**src/design/rtnh_pkg.sv**
```systemverilog
package rtnh_pkg;

  localparam int COORD_W       = 32;
  localparam int FRAC_BITS_DEF = 16;
  localparam int EDGE_W        = COORD_W + 1;
  localparam int CROSS_W       = 64;
  localparam int ACC_W         = 128;
  localparam int DIST_W        = 31;
  localparam int CFG_IDX_W     = 3;

  localparam logic [DIST_W-1:0] DIST_MAX = {DIST_W{1'b1}};

  typedef enum logic [CFG_IDX_W-1:0] {
    CFG_ORG_X = 3'd0,
    CFG_ORG_Y = 3'd1,
    CFG_ORG_Z = 3'd2,
    CFG_DIR_X = 3'd3,
    CFG_DIR_Y = 3'd4,
    CFG_DIR_Z = 3'd5
  } cfg_reg_e;

  // Product groups: three components of h, three of q, then the four dot products.
  typedef enum logic [3:0] {
    G_H0 = 4'd0,
    G_H1 = 4'd1,
    G_H2 = 4'd2,
    G_Q0 = 4'd3,
    G_Q1 = 4'd4,
    G_Q2 = 4'd5,
    G_A  = 4'd6,
    G_P  = 4'd7,
    G_QQ = 4'd8,
    G_T  = 4'd9
  } grp_e;

  typedef struct packed {
    logic signed [COORD_W-1:0] v0_x;
    logic signed [COORD_W-1:0] v0_y;
    logic signed [COORD_W-1:0] v0_z;
    logic signed [COORD_W-1:0] v1_x;
    logic signed [COORD_W-1:0] v1_y;
    logic signed [COORD_W-1:0] v1_z;
    logic signed [COORD_W-1:0] v2_x;
    logic signed [COORD_W-1:0] v2_y;
    logic signed [COORD_W-1:0] v2_z;
    logic                      last_triangle;
  } in_item_t;

  typedef struct packed {
    logic              triangle_hit;
    logic [DIST_W-1:0] triangle_distance;
    logic              any_hit;
    logic [DIST_W-1:0] nearest_distance;
    logic              end_of_mesh;
  } out_item_t;

  typedef struct packed {
    logic start;
    logic clear;
    logic sub;
  } mac_cmd_t;

endpackage

```
**src/design/rtnh_div.sv**
```systemverilog
module rtnh_div import rtnh_pkg::*; #(
  parameter int STEPS = ACC_W + FRAC_BITS_DEF
) (
  input  logic              clk,
  input  logic              rst_n,
  input  logic              start,
  input  logic [ACC_W-1:0]  num,
  input  logic [ACC_W-1:0]  den,
  output logic              busy,
  output logic [DIST_W-1:0] quo
);

  localparam int CNT_W = $clog2(STEPS + 1);

  logic [CNT_W-1:0]  cnt_r, cnt_nxt;
  logic [ACC_W-1:0]  num_r, num_nxt;
  logic [ACC_W-1:0]  rem_r, rem_nxt;
  logic [DIST_W-1:0] q_r, q_nxt;
  logic              sat_r, sat_nxt;
  logic [ACC_W:0]    sh;
  logic [ACC_W:0]    diff;
  logic              ge;

  assign busy = (cnt_r != '0);
  assign quo  = sat_r ? DIST_MAX : q_r;
  assign sh   = {rem_r, num_r[ACC_W-1]};
  assign diff = sh - {1'b0, den};
  assign ge   = (sh >= {1'b0, den});

  // Restoring division, one quotient bit per cycle. Once the quotient
  // passes the distance range it is pinned as saturated.
  always_comb begin
    cnt_nxt = cnt_r;
    num_nxt = num_r;
    rem_nxt = rem_r;
    q_nxt   = q_r;
    sat_nxt = sat_r;
    if (start) begin
      num_nxt = num;
      rem_nxt = '0;
      q_nxt   = '0;
      sat_nxt = 1'b0;
      cnt_nxt = CNT_W'(STEPS);
    end else if (busy) begin
      num_nxt = num_r << 1;
      rem_nxt = ge ? diff[ACC_W-1:0] : sh[ACC_W-1:0];
      q_nxt   = {q_r[DIST_W-2:0], ge};
      sat_nxt = sat_r | q_r[DIST_W-1];
      cnt_nxt = cnt_r - 1'b1;
    end
  end

  always_ff @(posedge clk) begin
    if (!rst_n) begin
      cnt_r <= '0;
    end else begin
      cnt_r <= cnt_nxt;
    end
    num_r <= num_nxt;
    rem_r <= rem_nxt;
    q_r   <= q_nxt;
    sat_r <= sat_nxt;
  end

endmodule

```
**config.mk**
```make
export PLATFORM = sky130hd
export DESIGN_NAME = rtnh_div
export DESIGN_NICKNAME = d
export VERILOG_FILES = /design/src/design/rtnh_pkg.sv /design/src/design/rtnh_div.sv
export SDC_FILE = /design/constraint.sdc
export NUM_CORES = 1
export LEC_CHECK = 0
export BUFFER_PORTS_ARGS = -buffer_cell sky130_fd_sc_hd__clkbuf_2
export CAP_MARGIN = 30
export CORE_MARGIN = 1
export CORE_UTILIZATION = 45
export CTS_CLUSTER_DIAMETER = 150
export CTS_CLUSTER_SIZE = 12
export DETAILED_ROUTE_END_ITERATION = 6
export REMOVE_ABC_BUFFERS = 1
export SETUP_SLACK_MARGIN = 0.4
export SLEW_MARGIN = 20
export SYNTH_ARGS = -nofsm -noshare
export SYNTH_HDL_FRONTEND = slang
export SYNTH_SLANG_ARGS = --single-unit
```
**constraint.sdc**
```tcl
create_clock -name clk -period 8.2 [get_ports clk]
set_clock_uncertainty 0.1 [all_clocks]
set_input_delay 2.46 -clock clk [delete_from_list [all_inputs] [get_ports clk]]
set_output_delay 2.46 -clock clk [all_outputs]
set_load 0.01 [all_outputs]
```
==> metrics.md <==
| Metric | Value |
|---|---|
| Setup ws final | 1840 ps |
| Reg clk slew, reported paths | 70 ps |
| Endpoints failing setup | 0 |
| Worst-skew pair later-pin latency | 610 ps |
| Top Usage Layer GRT | met2 |
| Starting DRC count in detailed routing | 1411 |
| LEAKAGE | 10.71 nW |
| Fraction of registers with async set/reset | 0% |
| Worst hold path class | reg -> reg |
| Post-DR vias/cell | 5.863 |
| Max-slew violations | 0 |
| Initial antenna violation count | 5 |
| Worst Hold Depth | 2 |
| Min Tclk post-route | 6360 ps |
| GR Util met3 | 5.526% |
| Status | finished, final reports clean |
| Startpoint types | input pin |
| WL/cell | 19.53 um |
| Pre-CTS setup slack | 1293 ps |
| Crit path kind | in -> reg |
| PD cells | 359.0 nW/um2 |
| Ys flop type | dfxtp_1 |
| Total clock sinks | 296 |
| Share of layout cells above drive strength 1 | 18.46% |
| Max VDD drop | 0.2355 mV |
| Most common cell after layout, fill and taps aside | a21oi_1 |
| Post-CTS sizing | 0 |
| Setup tns final | 0 ps |
| CTS tree | yes |
| Post-CTS Setup Bufs | 0 |
| Data arrival time of the worst path | 6710 ps |
| Total grt overflow | 0 |
| Mapped cell area | 21810 um2 |
| Htree depth | 1 |
| Final hold viol count | 0 |
| Die width | 222.2 um |
| Post-Route WL | 67920 um |
| Crit-path slowest cell | a2111oi_2 |
| Final core utilization | 51.01% |
| Port bufs | 290 |
| Area grow syn2layout | 11.68% |
| Largest area contributor in the netlist | edfxtp_1 |
| Final net count | 3237 |
| Worst R2R Setup Slack | 3490 ps |
| CTS Buf Count | 28 |
| Total power | 8.745 mW |
| RSZ-0062 raised after global routing | no |
| Synth unique cells | 86 |
| Post-synthesis register bit count | 296 |
| Max frequency | 157.2 MHz |
| Die Area | 49350 um2 |
| Number of global-route vias before repair | 19530 |
| Cts hold-fix bufs | 0 |
| Max_slew headroom | 36.04% |
| Synthesized area per cell | 8.129 um2 |
| First-pass GRT wire length | 106400 um |
| Num rows | 80 |
| CTS Root Cell | clkbuf_16 |
| Top Ports | 291 |
| Critical R2R Launch | rem_r[9]$_SDFFE_PP0P_ |
| Final period util | 77.56% |
| Critical Path Sink Type | register |
| R2R cell count | 13 |
| DP Area | 23530 um2 |
| Synthesized instance count | 2683 |
| Chip height | 222.2 um |
| Routability cong. | 0.9347 |
| Yosys warnings | 0 |
| Area share of the largest cell type after synthesis | 17.62% |
| Register area share after synthesis | 33.04% |
| DR vias | 20390 |
| Clock buffer depth | 3 |
| Worst hold start | q_r[2]$_SDFFE_PP0P_ |
| Design area | 24360 um2 |
| Data required time of the worst path | 8550 ps |
| GRT met1 Usage | 35.11% |
| Max-Cap Viols | 0 |
| Met2 usage | 44.52% |
| # fillers | 4715 |
| Largest net degree at the start of global routing | 162 |
| Crit-path cells | clkbuf_2 -> inv_1 -> ha_1 -> a21o_1 -> a21o_1 -> a2111oi_2 -> a21oi_2 -> a22oi_2 -> nand2_2 -> a21oi_2 -> o21ba_4 -> buf_12 -> nor2_1 -> a211oi_1 -> nor3_1 |
| Antenna-violating nets left | 0 |
| HPWL Detailed | 50740 um |
| Worst R2R End | rem_r[30]$_SDFFE_PP0P_ |
| Leading post-synthesis cells by cell area | edfxtp_1 (18%), dfxtp_1 (15%), ha_1 (7.4%), a21oi_1 (6.7%), mux2_2 (6.6%) |
| Worst path max stage delay | 760 ps |
| Initial Utilization | 45.68% |
| Core area | 47750 um2 |
| Gr usage total | 26.71% |
| DRC | 0 |
| Slew at the pin with the worst max-slew slack | 949.3 ps |
| Drt pass-1 iters | 6 |
| Worst Hold End | q_r[2]$_SDFFE_PP0P_ |
| Crit path max fanout | 123 |
| Post-synth EDFFs | 128 |
| Most frequent cells in the layout | a21oi_1 (291), clkbuf_2 (289), nand2_1 (255), nor2_1 (246), inv_1 (180) |
==> worst max-delay path: cells and delay by family <==
family                     cells  cell delay [ps]
AOI/OAI and AO/OA              8             2820
adders and majority gates      1              380
and+or+nand+nor                3              320
buffers and inverters          3              570
==> metal layers <==
metal	part of all wire [%]	vias up	routed length [um]
met5	0.053	-	36
met4	2.3	6	1580
met3	6.7	90	4583
met2	46	639	31290
met1	45	9643	30430
li1	-	10010	-
==> state kept, by name, summed over array words and instances, names as in the netlist <==
signal	flops
cnt_r	8
num_r	128
q_r	31
rem_r	128
sat_r	1
==> final cells by class <==
type	instances	area [um2]	area share [%]
sequential	296	7207	29.59
clock inverter	1	30.03	0.1233
clock buffer	42	774.5	3.180
antenna	1	2.502	0.01027
inverter	183	694.4	2.851
tap	615	769.5	3.159
multi-input combinational	2033	13260	54.44
timing repair buffer	306	1619	6.647
==> how the worst max path moves through the flow <==
stage                          start  slack, ps  cells past startpoint                     end
4_1_cts                      den[10]       1920                     15  rem_r[29]$_SDFFE_PP0P_
5_1_grt                      den[10]       1620                     15  rem_r[36]$_SDFFE_PP0P_
6_report                     den[10]       1840                     15  rem_r[30]$_SDFFE_PP0P_
3_5_place_dp                 den[10]       1290                     15  rem_r[29]$_SDFFE_PP0P_
2_1_floorplan  cnt_r[4]$_SDFFE_PN0P_      -4900                      6  num_r[0]$_SDFFCE_PN0P_
3_3_place_gp                 den[10]       1400                     15  rem_r[34]$_SDFFE_PP0P_
==> logic make-up after synthesis <==
kind of cell	count (synthesis)	synth area share (%)
compound gates	812	23.58
fa+ha+maj	130	7.492
mux	143	7.297
xor+xnor	116	4.658
simple gates	832	17.68
flops	296	33.04
buf+inv	354	6.253
==> power by group <==
group	switching (mW)	internal [mW]	total, mW	leakage (nW)
clock	0.601	0.647	1.25	0.384
sequential	0.312	2.04	2.36	2.71
combinational	3.23	1.91	5.14	7.61
total	4.14	4.60	8.74	10.7
==> per-stage QoR <==
stage	cells	hold WS (ps)
finish	3477	365.7
global route	3476	385.5
CTS	3475	363.4
detailed placement	3432	358.1
global placement	3432	350.2
floorplan	2512	333.8
==> cell usage after synthesis (41+ instances only) <==
cell type / number
dfxtp_1: 168
nand2_1: 255
edfxtp_1: 128
nand4_1: 68
a21oi_1: 291
xor2_1: 53
nor3_1: 88
inv_1: 182
a211oi_1: 91
o21bai_1: 41
a21o_1: 52
mux2_2: 128
o21ai_0: 157
nor2_1: 247
xnor2_1: 63
clkbuf_1: 149
or2_2: 42
ha_1: 129
Power figures use the tool's default switching activity.
