<file path="src/design/rtnh_pkg.sv">
package rtnh_pkg;

  localparam int COORD_W       = 32;
  localparam int FRAC_BITS_DEF = 16;
  localparam int EDGE_W        = COORD_W + 1;
  localparam int CROSS_W       = 64;
  localparam int ACC_W         = 128;
  localparam int DIST_W        = 31;
  localparam int CFG_IDX_W     = 3;

  localparam logic [DIST_W-1:0] DIST_MAX = {DIST_W{1'b1}};

  typedef enum logic [CFG_IDX_W-1:0] {
    CFG_ORG_X = 3'd0,
    CFG_ORG_Y = 3'd1,
    CFG_ORG_Z = 3'd2,
    CFG_DIR_X = 3'd3,
    CFG_DIR_Y = 3'd4,
    CFG_DIR_Z = 3'd5
  } cfg_reg_e;

  // Product groups: three components of h, three of q, then the four dot products.
  typedef enum logic [3:0] {
    G_H0 = 4'd0,
    G_H1 = 4'd1,
    G_H2 = 4'd2,
    G_Q0 = 4'd3,
    G_Q1 = 4'd4,
    G_Q2 = 4'd5,
    G_A  = 4'd6,
    G_P  = 4'd7,
    G_QQ = 4'd8,
    G_T  = 4'd9
  } grp_e;

  typedef struct packed {
    logic signed [COORD_W-1:0] v0_x;
    logic signed [COORD_W-1:0] v0_y;
    logic signed [COORD_W-1:0] v0_z;
    logic signed [COORD_W-1:0] v1_x;
    logic signed [COORD_W-1:0] v1_y;
    logic signed [COORD_W-1:0] v1_z;
    logic signed [COORD_W-1:0] v2_x;
    logic signed [COORD_W-1:0] v2_y;
    logic signed [COORD_W-1:0] v2_z;
    logic                      last_triangle;
  } in_item_t;

  typedef struct packed {
    logic              triangle_hit;
    logic [DIST_W-1:0] triangle_distance;
    logic              any_hit;
    logic [DIST_W-1:0] nearest_distance;
    logic              end_of_mesh;
  } out_item_t;

  typedef struct packed {
    logic start;
    logic clear;
    logic sub;
  } mac_cmd_t;

endpackage

</file>
<file path="src/design/rtnh_mac.sv">
module rtnh_mac import rtnh_pkg::*; (
  input  logic                      clk,
  input  logic                      rst_n,
  input  mac_cmd_t                  cmd,
  input  logic signed [CROSS_W-1:0] op_a,
  input  logic signed [EDGE_W-1:0]  op_b,
  output logic                      busy,
  output logic signed [ACC_W-1:0]   acc
);

  localparam int CNT_W = $clog2(EDGE_W + 1);

  logic [CNT_W-1:0]        cnt_r, cnt_nxt;
  logic [ACC_W-1:0]        ma_r, ma_nxt;
  logic [EDGE_W-1:0]       mb_r, mb_nxt;
  logic                    neg_r, neg_nxt;
  logic signed [ACC_W-1:0] acc_r, acc_nxt;
  logic [CROSS_W-1:0]      mag_a;
  logic [EDGE_W-1:0]       mag_b;

  assign mag_a = op_a[CROSS_W-1] ? CROSS_W'(-op_a) : CROSS_W'(op_a);
  assign mag_b = op_b[EDGE_W-1] ? EDGE_W'(-op_b) : EDGE_W'(op_b);
  assign busy  = (cnt_r != '0);
  assign acc   = acc_r;

  // One multiplier bit per cycle; the shifted multiplicand is added or
  // subtracted straight into the accumulator.
  always_comb begin
    cnt_nxt = cnt_r;
    ma_nxt  = ma_r;
    mb_nxt  = mb_r;
    neg_nxt = neg_r;
    acc_nxt = acc_r;
    if (cmd.start) begin
      ma_nxt  = ACC_W'(mag_a);
      mb_nxt  = mag_b;
      neg_nxt = op_a[CROSS_W-1] ^ op_b[EDGE_W-1] ^ cmd.sub;
      cnt_nxt = CNT_W'(EDGE_W);
      if (cmd.clear) begin
        acc_nxt = '0;
      end
    end else if (busy) begin
      if (mb_r[0]) begin
        acc_nxt = neg_r ? $signed(acc_r - ma_r) : $signed(acc_r + ma_r);
      end
      ma_nxt  = ma_r << 1;
      mb_nxt  = mb_r >> 1;
      cnt_nxt = cnt_r - 1'b1;
    end
  end

  always_ff @(posedge clk) begin
    if (!rst_n) begin
      cnt_r <= '0;
    end else begin
      cnt_r <= cnt_nxt;
    end
    ma_r  <= ma_nxt;
    mb_r  <= mb_nxt;
    neg_r <= neg_nxt;
    acc_r <= acc_nxt;
  end

endmodule

</file>
<file path="config.mk">
export PLATFORM = sky130hd
export DESIGN_NAME = rtnh_mac
export DESIGN_NICKNAME = d
export VERILOG_FILES = /design/src/design/rtnh_pkg.sv /design/src/design/rtnh_mac.sv
export SDC_FILE = /design/constraint.sdc
export NUM_CORES = 1
export LEC_CHECK = 0
export ABC_AREA = 1
export BUFFER_PORTS_ARGS = -buffer_cell sky130_fd_sc_hd__buf_4
export CAP_MARGIN = 20
export CORE_UTILIZATION = 47
export DETAILED_ROUTE_END_ITERATION = 7
export PLACE_DENSITY_LB_ADDON = 0.12
export SETUP_SLACK_MARGIN = 0.05
export SLEW_MARGIN = 40
export SYNTH_ARGS = -nofsm -noshare
export SYNTH_HDL_FRONTEND = slang
export SYNTH_SLANG_ARGS = --single-unit
export TNS_END_PERCENT = 100
</file>
<file path="constraint.sdc">
create_clock -name clk -period 12.6 [get_ports clk]
set_input_delay 2.52 -clock clk [delete_from_list [all_inputs] [get_ports clk]]
set_output_delay 2.52 -clock clk [all_outputs]
set_load 0.03 [all_outputs]
</file>
==> qor.csv, run 1 <==
stage,metric,value,unit
routing,wire_per_inst,20.2,um
finish,drive_above_1_share,6.64,%
finish,fillCellCount,7407,
clock_network,clk_latency,0.60,ns
routing,route.met3.wl,13900,um
timing,fin_tns_setup,0,ns
floorplan,ios,231,
yosys,synth_area_leaders,"nand2_1 (23%), edfxtp_1 (21%), inv_1 (13%)",
yosys,synthesis.nets,5897,
routing,drt-total-wl,137000,um
critical_path,cp-start-kind,register,
routing,route.vias.total,36400,
power_and_ir_drop,vdd_drop_max,0.0984,mV
clock_network,cts_setup_buffers,0,
critical_path,worstPathCellList,buf_4 > clkinv_2 > buf_4 > buf_12 > o21ai_0 > ha_1 > nand2_1 > nor2_1 > nand2_1 > nor2_1 > inv_1 > nor3_1 > nand2_1 > a21oi_1 > nor2_1,
clock_network,postCtsResizedCells,0,
timing,hold_viol_final,0,
critical_path,crit_slowest_cell,nor3_1,
finish,design_area,36300,sq um
clock_network,cts_max_path_buffers,3,
floorplan,start_util,47.8,%
routing,drc,0,
critical_path,reg2reg_slack,6.82,ns
flow_run,maxCapViolations,0,
clock_network,numCtsBuffers,40,
grt,grt_max_degree,131,
power_and_ir_drop,power.leakage,19.2,nW
yosys,ys_warn_count,0,
critical_path,worstSetupPathType,reg2reg,
floorplan,die_area,70000,sq um
grt,antenna_found_initial,4,
critical_path,slowest_delay,0.80,ns
yosys,synth_top_area_share,22.8,%
critical_path,crit_required,12.95,ns
placement,gp_congestion,1.07,
timing,final-setup-viol-count,0,
finish,synthToLayoutAreaGrowth,12.1,%
finish,diodes,0,
routing,top_layer_used,met5,
critical_path,crit_arrival,6.13,ns
yosys,ys_ff_latch,296,
timing,max_freq,173,MHz
routing,wl_met1,59800,um
grt,grt_usage,38.1,%
yosys,yosys.cell_types.count,49,
clock_network,ctsHoldBuffers,0,
floorplan,die_y,265,um
grt,grt_overflow_total,0,
routing,viasPerCell,5.37,
grt,grt_pass1_vias,32700,
finish,final_common_cell,nand2_1,
timing,fin_worst_skew,0.0305,ns
power_and_ir_drop,power_density,202,nW/um^2
yosys,synthFlopType,edfxtp_1,
yosys,yosysTopAreaCell,nand2_1,
grt,grt_pass1_wl,199000,um
critical_path,crit_path_end_kind,register,
status,outcome,"complete, no violations",
placement,place_ws,7.01,ns
placement,dpl.hpwl,114000,um
timing,rsz0062_at_grt,no,
timing,fin_ws,6.82,ns
clock_network,cts_root_buf,clkbuf_16,
routing,dr.pass1.iters,8,
finish,mostFrequentLayoutCells,"nand2_1 (1971), inv_1 (1115), nor2_1 (769)",
yosys,async_flop_share,0,%
timing,fin_hold_ws,0.485,ns
hold_path,hold_class,reg2reg,
yosys,syn-cell-area,32400,sq um
routing,drtIter0Drc,4229,
yosys,synthesis.instances,5663,
placement,io_buffers,230,
routing,antenna_left,0,
floorplan,core_region_area,67800,sq um
finish,finalNetCount,6094,
clock_network,clk_pin_slew_worst_paths,0.06,ns
critical_path,crit_fanout,59,
placement,place_area,35000,sq um
timing,finalCritPeriodShare,45.9,%
timing,slew_violations,0,
routing,dr_wl_met2,57300,um
clock_network,cts_tree,built,
timing,layout_min_cycle_time,5.78,ns
timing,worstMarginPinSlew,1.02,ns
floorplan,die_w,265,um
clock_network,clock_sinks,296,
power_and_ir_drop,power,7.34,mW
clock_network,htreeDepth,2,
yosys,synth-edff-count,226,
timing,slew_headroom,31.0,%
yosys,synth.yosys.seq_area_share,25.3,%
floorplan,placementRows,95,
yosys,avgSynthCellArea,5.72,sq um
[synth_stat cells (all sizes together), types with 9 or more instances]
library cell / count
o31ai: 11
and2: 13
nor2: 805
nand3: 258
a21oi: 269
o21bai: 10
dfxtp: 70
o21a: 9
buf: 29
o211ai: 9
nor4: 9
ha: 131
nand4: 86
nor3: 54
nand2: 1987
o21ai: 286
inv: 1118
xor2: 156
clkbuf: 58
edfxtp: 226
xnor2: 23
a31oi: 20
[sequential cells by signal, indices dropped and copies added, names as in the netlist]
register / count
ma_r: 128
cnt_r: 6
neg_r: 1
mb_r: 33
acc: 128
[final timing paths]
check                start       end  depth (start not counted)
setup / recovery     neg_r  acc[120]                         15
hold / removal    cnt_r[3]  cnt_r[3]                          2
setup reg to reg     neg_r  acc[120]                         15
hold reg to reg   cnt_r[3]  cnt_r[3]                          2
[stage by stage]
step | cells | utilization (%)
after CTS | 6763 | 53.6
after floorplan | 5663 | -
after global routing | 6764 | 53.6
after global placement | 6690 | 51.7
final | 6764 | 53.6
after detailed placement | 6690 | 51.7
[area by class of cell]
| cell class | count | area [sq um] | area share (%) |
|---|---|---|---|
| inverter | 1120 | 4210 | 11.6 |
| timing repair buffer | 242 | 1840 | 5.07 |
| sequential | 296 | 8190 | 22.5 |
| multi-input combinational | 4160 | 19700 | 54.2 |
| clock inverter | 17 | 174 | 0.479 |
| tap | 873 | 1090 | 3.01 |
| clock buffer | 56 | 1120 | 3.09 |
[cells by family (layout without fill, tap and decap cells)]
group | Yosys count | in the layout | share of synthesized area (%)
buffers and inverters | 1207 | 1435 | 14.0
AO/OA/AOI/OAI | 617 | 617 | 10.1
adder cells (fa/ha/maj) | 132 | 132 | 5.12
flip-flops | 296 | 296 | 25.3
XOR/XNOR | 179 | 179 | 4.84
AND/OR/NAND/NOR | 3232 | 3232 | 40.6
[worst max-delay path, delay by kind of cell (launching register included)]
family | cells | cell delay (ns)
flip-flops | 1 | 0.32
adder cells (fa/ha/maj) | 1 | 0.44
buffers and inverters | 5 | 1.84
AND/OR/NAND/NOR | 7 | 1.94
AO/OA/AOI/OAI | 2 | 0.95
[layer usage]
metal	vias to the layer above	global-route usage (%)
li1	17900	-
met1	16500	54.3
met2	1683	57.7
met3	247	5.90
met4	6	14.5
met5	-	0
[where the power goes]
| group | total, mW | internal [mW] | switching [mW] |
|---|---|---|---|
| clock network | 1.17 | 0.667 | 0.501 |
| registers | 1.61 | 1.36 | 0.252 |
| logic | 4.55 | 1.27 | 3.28 |
| total | 7.34 | 3.30 | 4.03 |
No activity file was read; power rests on OpenSTA's default activity.
==> inputs of run 2 (changes only) <==
- ABC_AREA: 1 -> 0
- clock period: 12.6 -> 6 ns (I/O delays scaled with it)
==> run 2 against run 1 <==
Net effect: non-clock buffer count grew 192; wire length shrank 33%; sequential power grew 110%; via count shrank 31%; worst setup slack lost 6.6 ns; flip-flop and latch count is the same; critical endpoint is now acc[118]; largest cell class unchanged; largest power group unchanged; highest routed layer unchanged.
==> qor.csv, run 2 <==
stage,metric,value,unit
floorplan,placementRows,83,
floorplan,start_util,47.8,%
placement,io_buffers,230,
yosys,netlist_top_cells_count,"nor2_1 (435), a21oi_1 (432), nand2_1 (362)",
critical_path,crit_required,6.29,ns
yosys,synth_top_area_share,27.6,%
power_and_ir_drop,power,14.2,mW
grt,antenna_found_initial,5,
clock_network,clk_latency,0.58,ns
power_and_ir_drop,power_density,480,nW/um^2
critical_path,slowest_delay,0.62,ns
finish,drive_above_1_share,17.0,%
clock_network,htreeDepth,2,
clock_network,clock_sinks,296,
timing,finalCritPeriodShare,96.8,%
clock_network,numCtsBuffers,38,
critical_path,crit_arrival,6.10,ns
placement,gp_congestion,1.05,
yosys,yosysTopAreaCell,edfxtp_1,
grt,grt_usage,33.3,%
yosys,yosysMostFrequentCell,nor2_1,
routing,wire_per_inst,22.3,um
yosys,synthesis.instances,3089,
routing,dr.pass1.iters,5,
routing,drc,0,
yosys,synthFlopType,edfxtp_1,
finish,design_area,29700,sq um
floorplan,ios,231,
finish,synthToLayoutAreaGrowth,20.6,%
yosys,ys_warn_count,0,
routing,antenna_left,0,
clock_network,cts_root_buf,clkbuf_16,
grt,grt_max_degree,137,
hold_path,hold_class,reg2reg,
critical_path,crit_path_end_kind,register,
timing,max_freq,172,MHz
hold_path,min_from,ma_r[127],
yosys,synth-edff-count,226,
power_and_ir_drop,vdd_drop_max,0.334,mV
timing,layout_min_cycle_time,5.81,ns
timing,slew_headroom,38.5,%
floorplan,die_y,231,um
critical_path,crit_fanout,6,
yosys,yosys.cell_types.count,74,
finish,mostFrequentLayoutCells,"nor2_1 (430), buf_4 (429), a21oi_1 (428)",
timing,fin_ws,0.190,ns
routing,drt-total-wl,91700,um
clock_network,clk_pin_slew_worst_paths,0.06,ns
yosys,synth.yosys.seq_area_share,33.3,%
placement,dp.cells,4043,
yosys,ys_ff_latch,296,
finish,utilization,57.6,%
finish,final_common_cell,nor2_1,
yosys,async_flop_share,0,%
placement,dpl.hpwl,71700,um
timing,worstMarginPinSlew,0.913,ns
timing,hold_viol_final,0,
floorplan,core_region_area,51500,sq um
timing,rsz0062_at_grt,yes,
routing,drtIter0Drc,2566,
clock_network,cts_tree,built,
critical_path,crit_slowest_cell,or4_4,
routing,viasPerCell,6.09,
finish,fillCellCount,4812,
flow_run,maxCapViolations,0,
critical_path,critical_path.reg2reg.startpoint,ma_r[25],
timing,final-setup-viol-count,0,
finish,finalNetCount,3642,
critical_path,worstSetupPathType,reg2reg,
status,outcome,"complete, no violations",
yosys,synthesis.nets,3323,
timing,slew_violations,0,
yosys,synth_area_leaders,"edfxtp_1 (28%), a21oi_1 (8.8%), xnor2_1 (6.8%)",
critical_path,worstPathCellList,or4_4 > nor4b_1 > nand4_1 > and4bb_1 > buf_4 > a21oi_1 > xnor2_1 > ha_1 > a21o_1 > a21o_1 > a21oi_1 > o21ai_0 > a221oi_1 > o21ai_0 > a21boi_0 > mux2i_1 > a41oi_1 > o31ai_1,
floorplan,die_w,231,um
yosys,syn-cell-area,24600,sq um
grt,grt_pass1_vias,23700,
clock_network,cts_max_path_buffers,3,
finish,final_cells,4119,
critical_path,critPathLaunch,ma_r[25],
placement,place_ws,-0.0647,ns
grt,grt_pass1_wl,137000,um
placement,place_area,28100,sq um
floorplan,die_area,53300,sq um
critical_path,cp-start-kind,register,
grt,grt_overflow_total,0,
routing,route.vias.total,25100,
timing,fin_worst_skew,0.0184,ns
yosys,avgSynthCellArea,7.97,sq um
power_and_ir_drop,power.leakage,11.6,nW
run 2: changes by cell type after synthesis, moves of 28 or more:
cell / before / now
nand2_1: 1972 / 362
a21o_1: 1 / 63
nor4_1: 9 / 37
nor2_1: 769 / 435
o31ai_1: 11 / 44
nor3_1: 49 / 84
a21oi_1: 266 / 432
o21ai_0: 268 / 151
nand3_1: 253 / 36
clkbuf_1: 58 / 132
inv_1: 1116 / 60
o21bai_1: 10 / 40
xnor2_1: 23 / 190
run 2: path summary, 6_finish.rpt:
| check | endpoint | cells past startpoint | slack (ns) |
|---|---|---|---|
| worst min register to register | ma_r[127] | 2 | 0.48 |
| worst max register to register | acc[118] | 18 | 0.19 |
| worst min-delay path | ma_r[127] | 2 | 0.48 |
| worst max-delay path | acc[118] | 18 | 0.19 |
run 2: metal layers:
| metal | vias up | GRT usage, % | share of wire [%] |
|---|---|---|---|
| li1 | 11800 | - | - |
| met3 | 200 | 4.97 | 7.6 |
| met4 | 8 | 13.2 | 3.9 |
| met1 | 11900 | 45.5 | 43 |
| met2 | 1114 | 52.7 | 45 |
| met5 | - | 0 | 0.060 |
run 2: power breakdown:
part | leakage, nW | total [mW] | switching (mW) | internal [mW]
clock network | 0.582 | 2.27 | 0.972 | 1.30
registers | 2.82 | 3.33 | 0.426 | 2.90
logic | 8.15 | 8.64 | 5.39 | 3.25
run 2: repair_timing:
| item | 4_1_cts | 5_1_grt |
|---|---|---|
| gates cloned | 0 | 0 |
| gates resized for setup | 8 | 59 |
| setup endpoints to repair | 17 | 46 |
| hold endpoints to repair | 0 | 0 |
| buffers inserted | 0 | 5 |
| hold buffers | 0 | 0 |
| pin swaps | 0 | 9 |
run 2: area by class of cell:
type | count | area (sq um) | share of cell area [%]
multi-input combinational | 2575 | 15900 | 53.6
clock inverter | 16 | 151 | 0.510
tap | 680 | 851 | 2.87
inverter | 63 | 236 | 0.797
timing repair buffer | 434 | 3310 | 11.1
clock buffer | 54 | 1040 | 3.51
antenna | 1 | 2.50 | 0.00843
sequential | 296 | 8190 | 27.6
run 2: stage by stage:
step	setup TNS (ns)	hold WS (ns)
2_1_floorplan	0	0.444
6_report	0	0.482
3_5_place_dp	-0.0797	0.472
4_1_cts	0	0.482
3_3_place_gp	-0.0821	0.461
5_1_grt	0	0.514
run 2: cell families (layout without fill, tap and decap cells):
kind of cell	Yosys count	after routing	share of synthesized area [%]
buf+inv	218	567	3.42
other cells	0	1	0
simple gates	1200	1200	22.4
flops	296	296	33.3
compound gates	895	895	21.7
mux	20	20	0.874
xor+xnor	328	328	11.7
fa+ha+maj	132	132	6.74
run 2: worst max-delay path: cells and delay by family (launching register included):
kind,cells,cell delay [ns]
XOR/XNOR,1,0.16
multiplexers,1,0.12
AO/OA/AOI/OAI,10,2.35
buffers and inverters,1,0.20
AND/OR/NAND/NOR,4,1.78
adder cells (fa/ha/maj),1,0.38
flip-flops,1,0.51
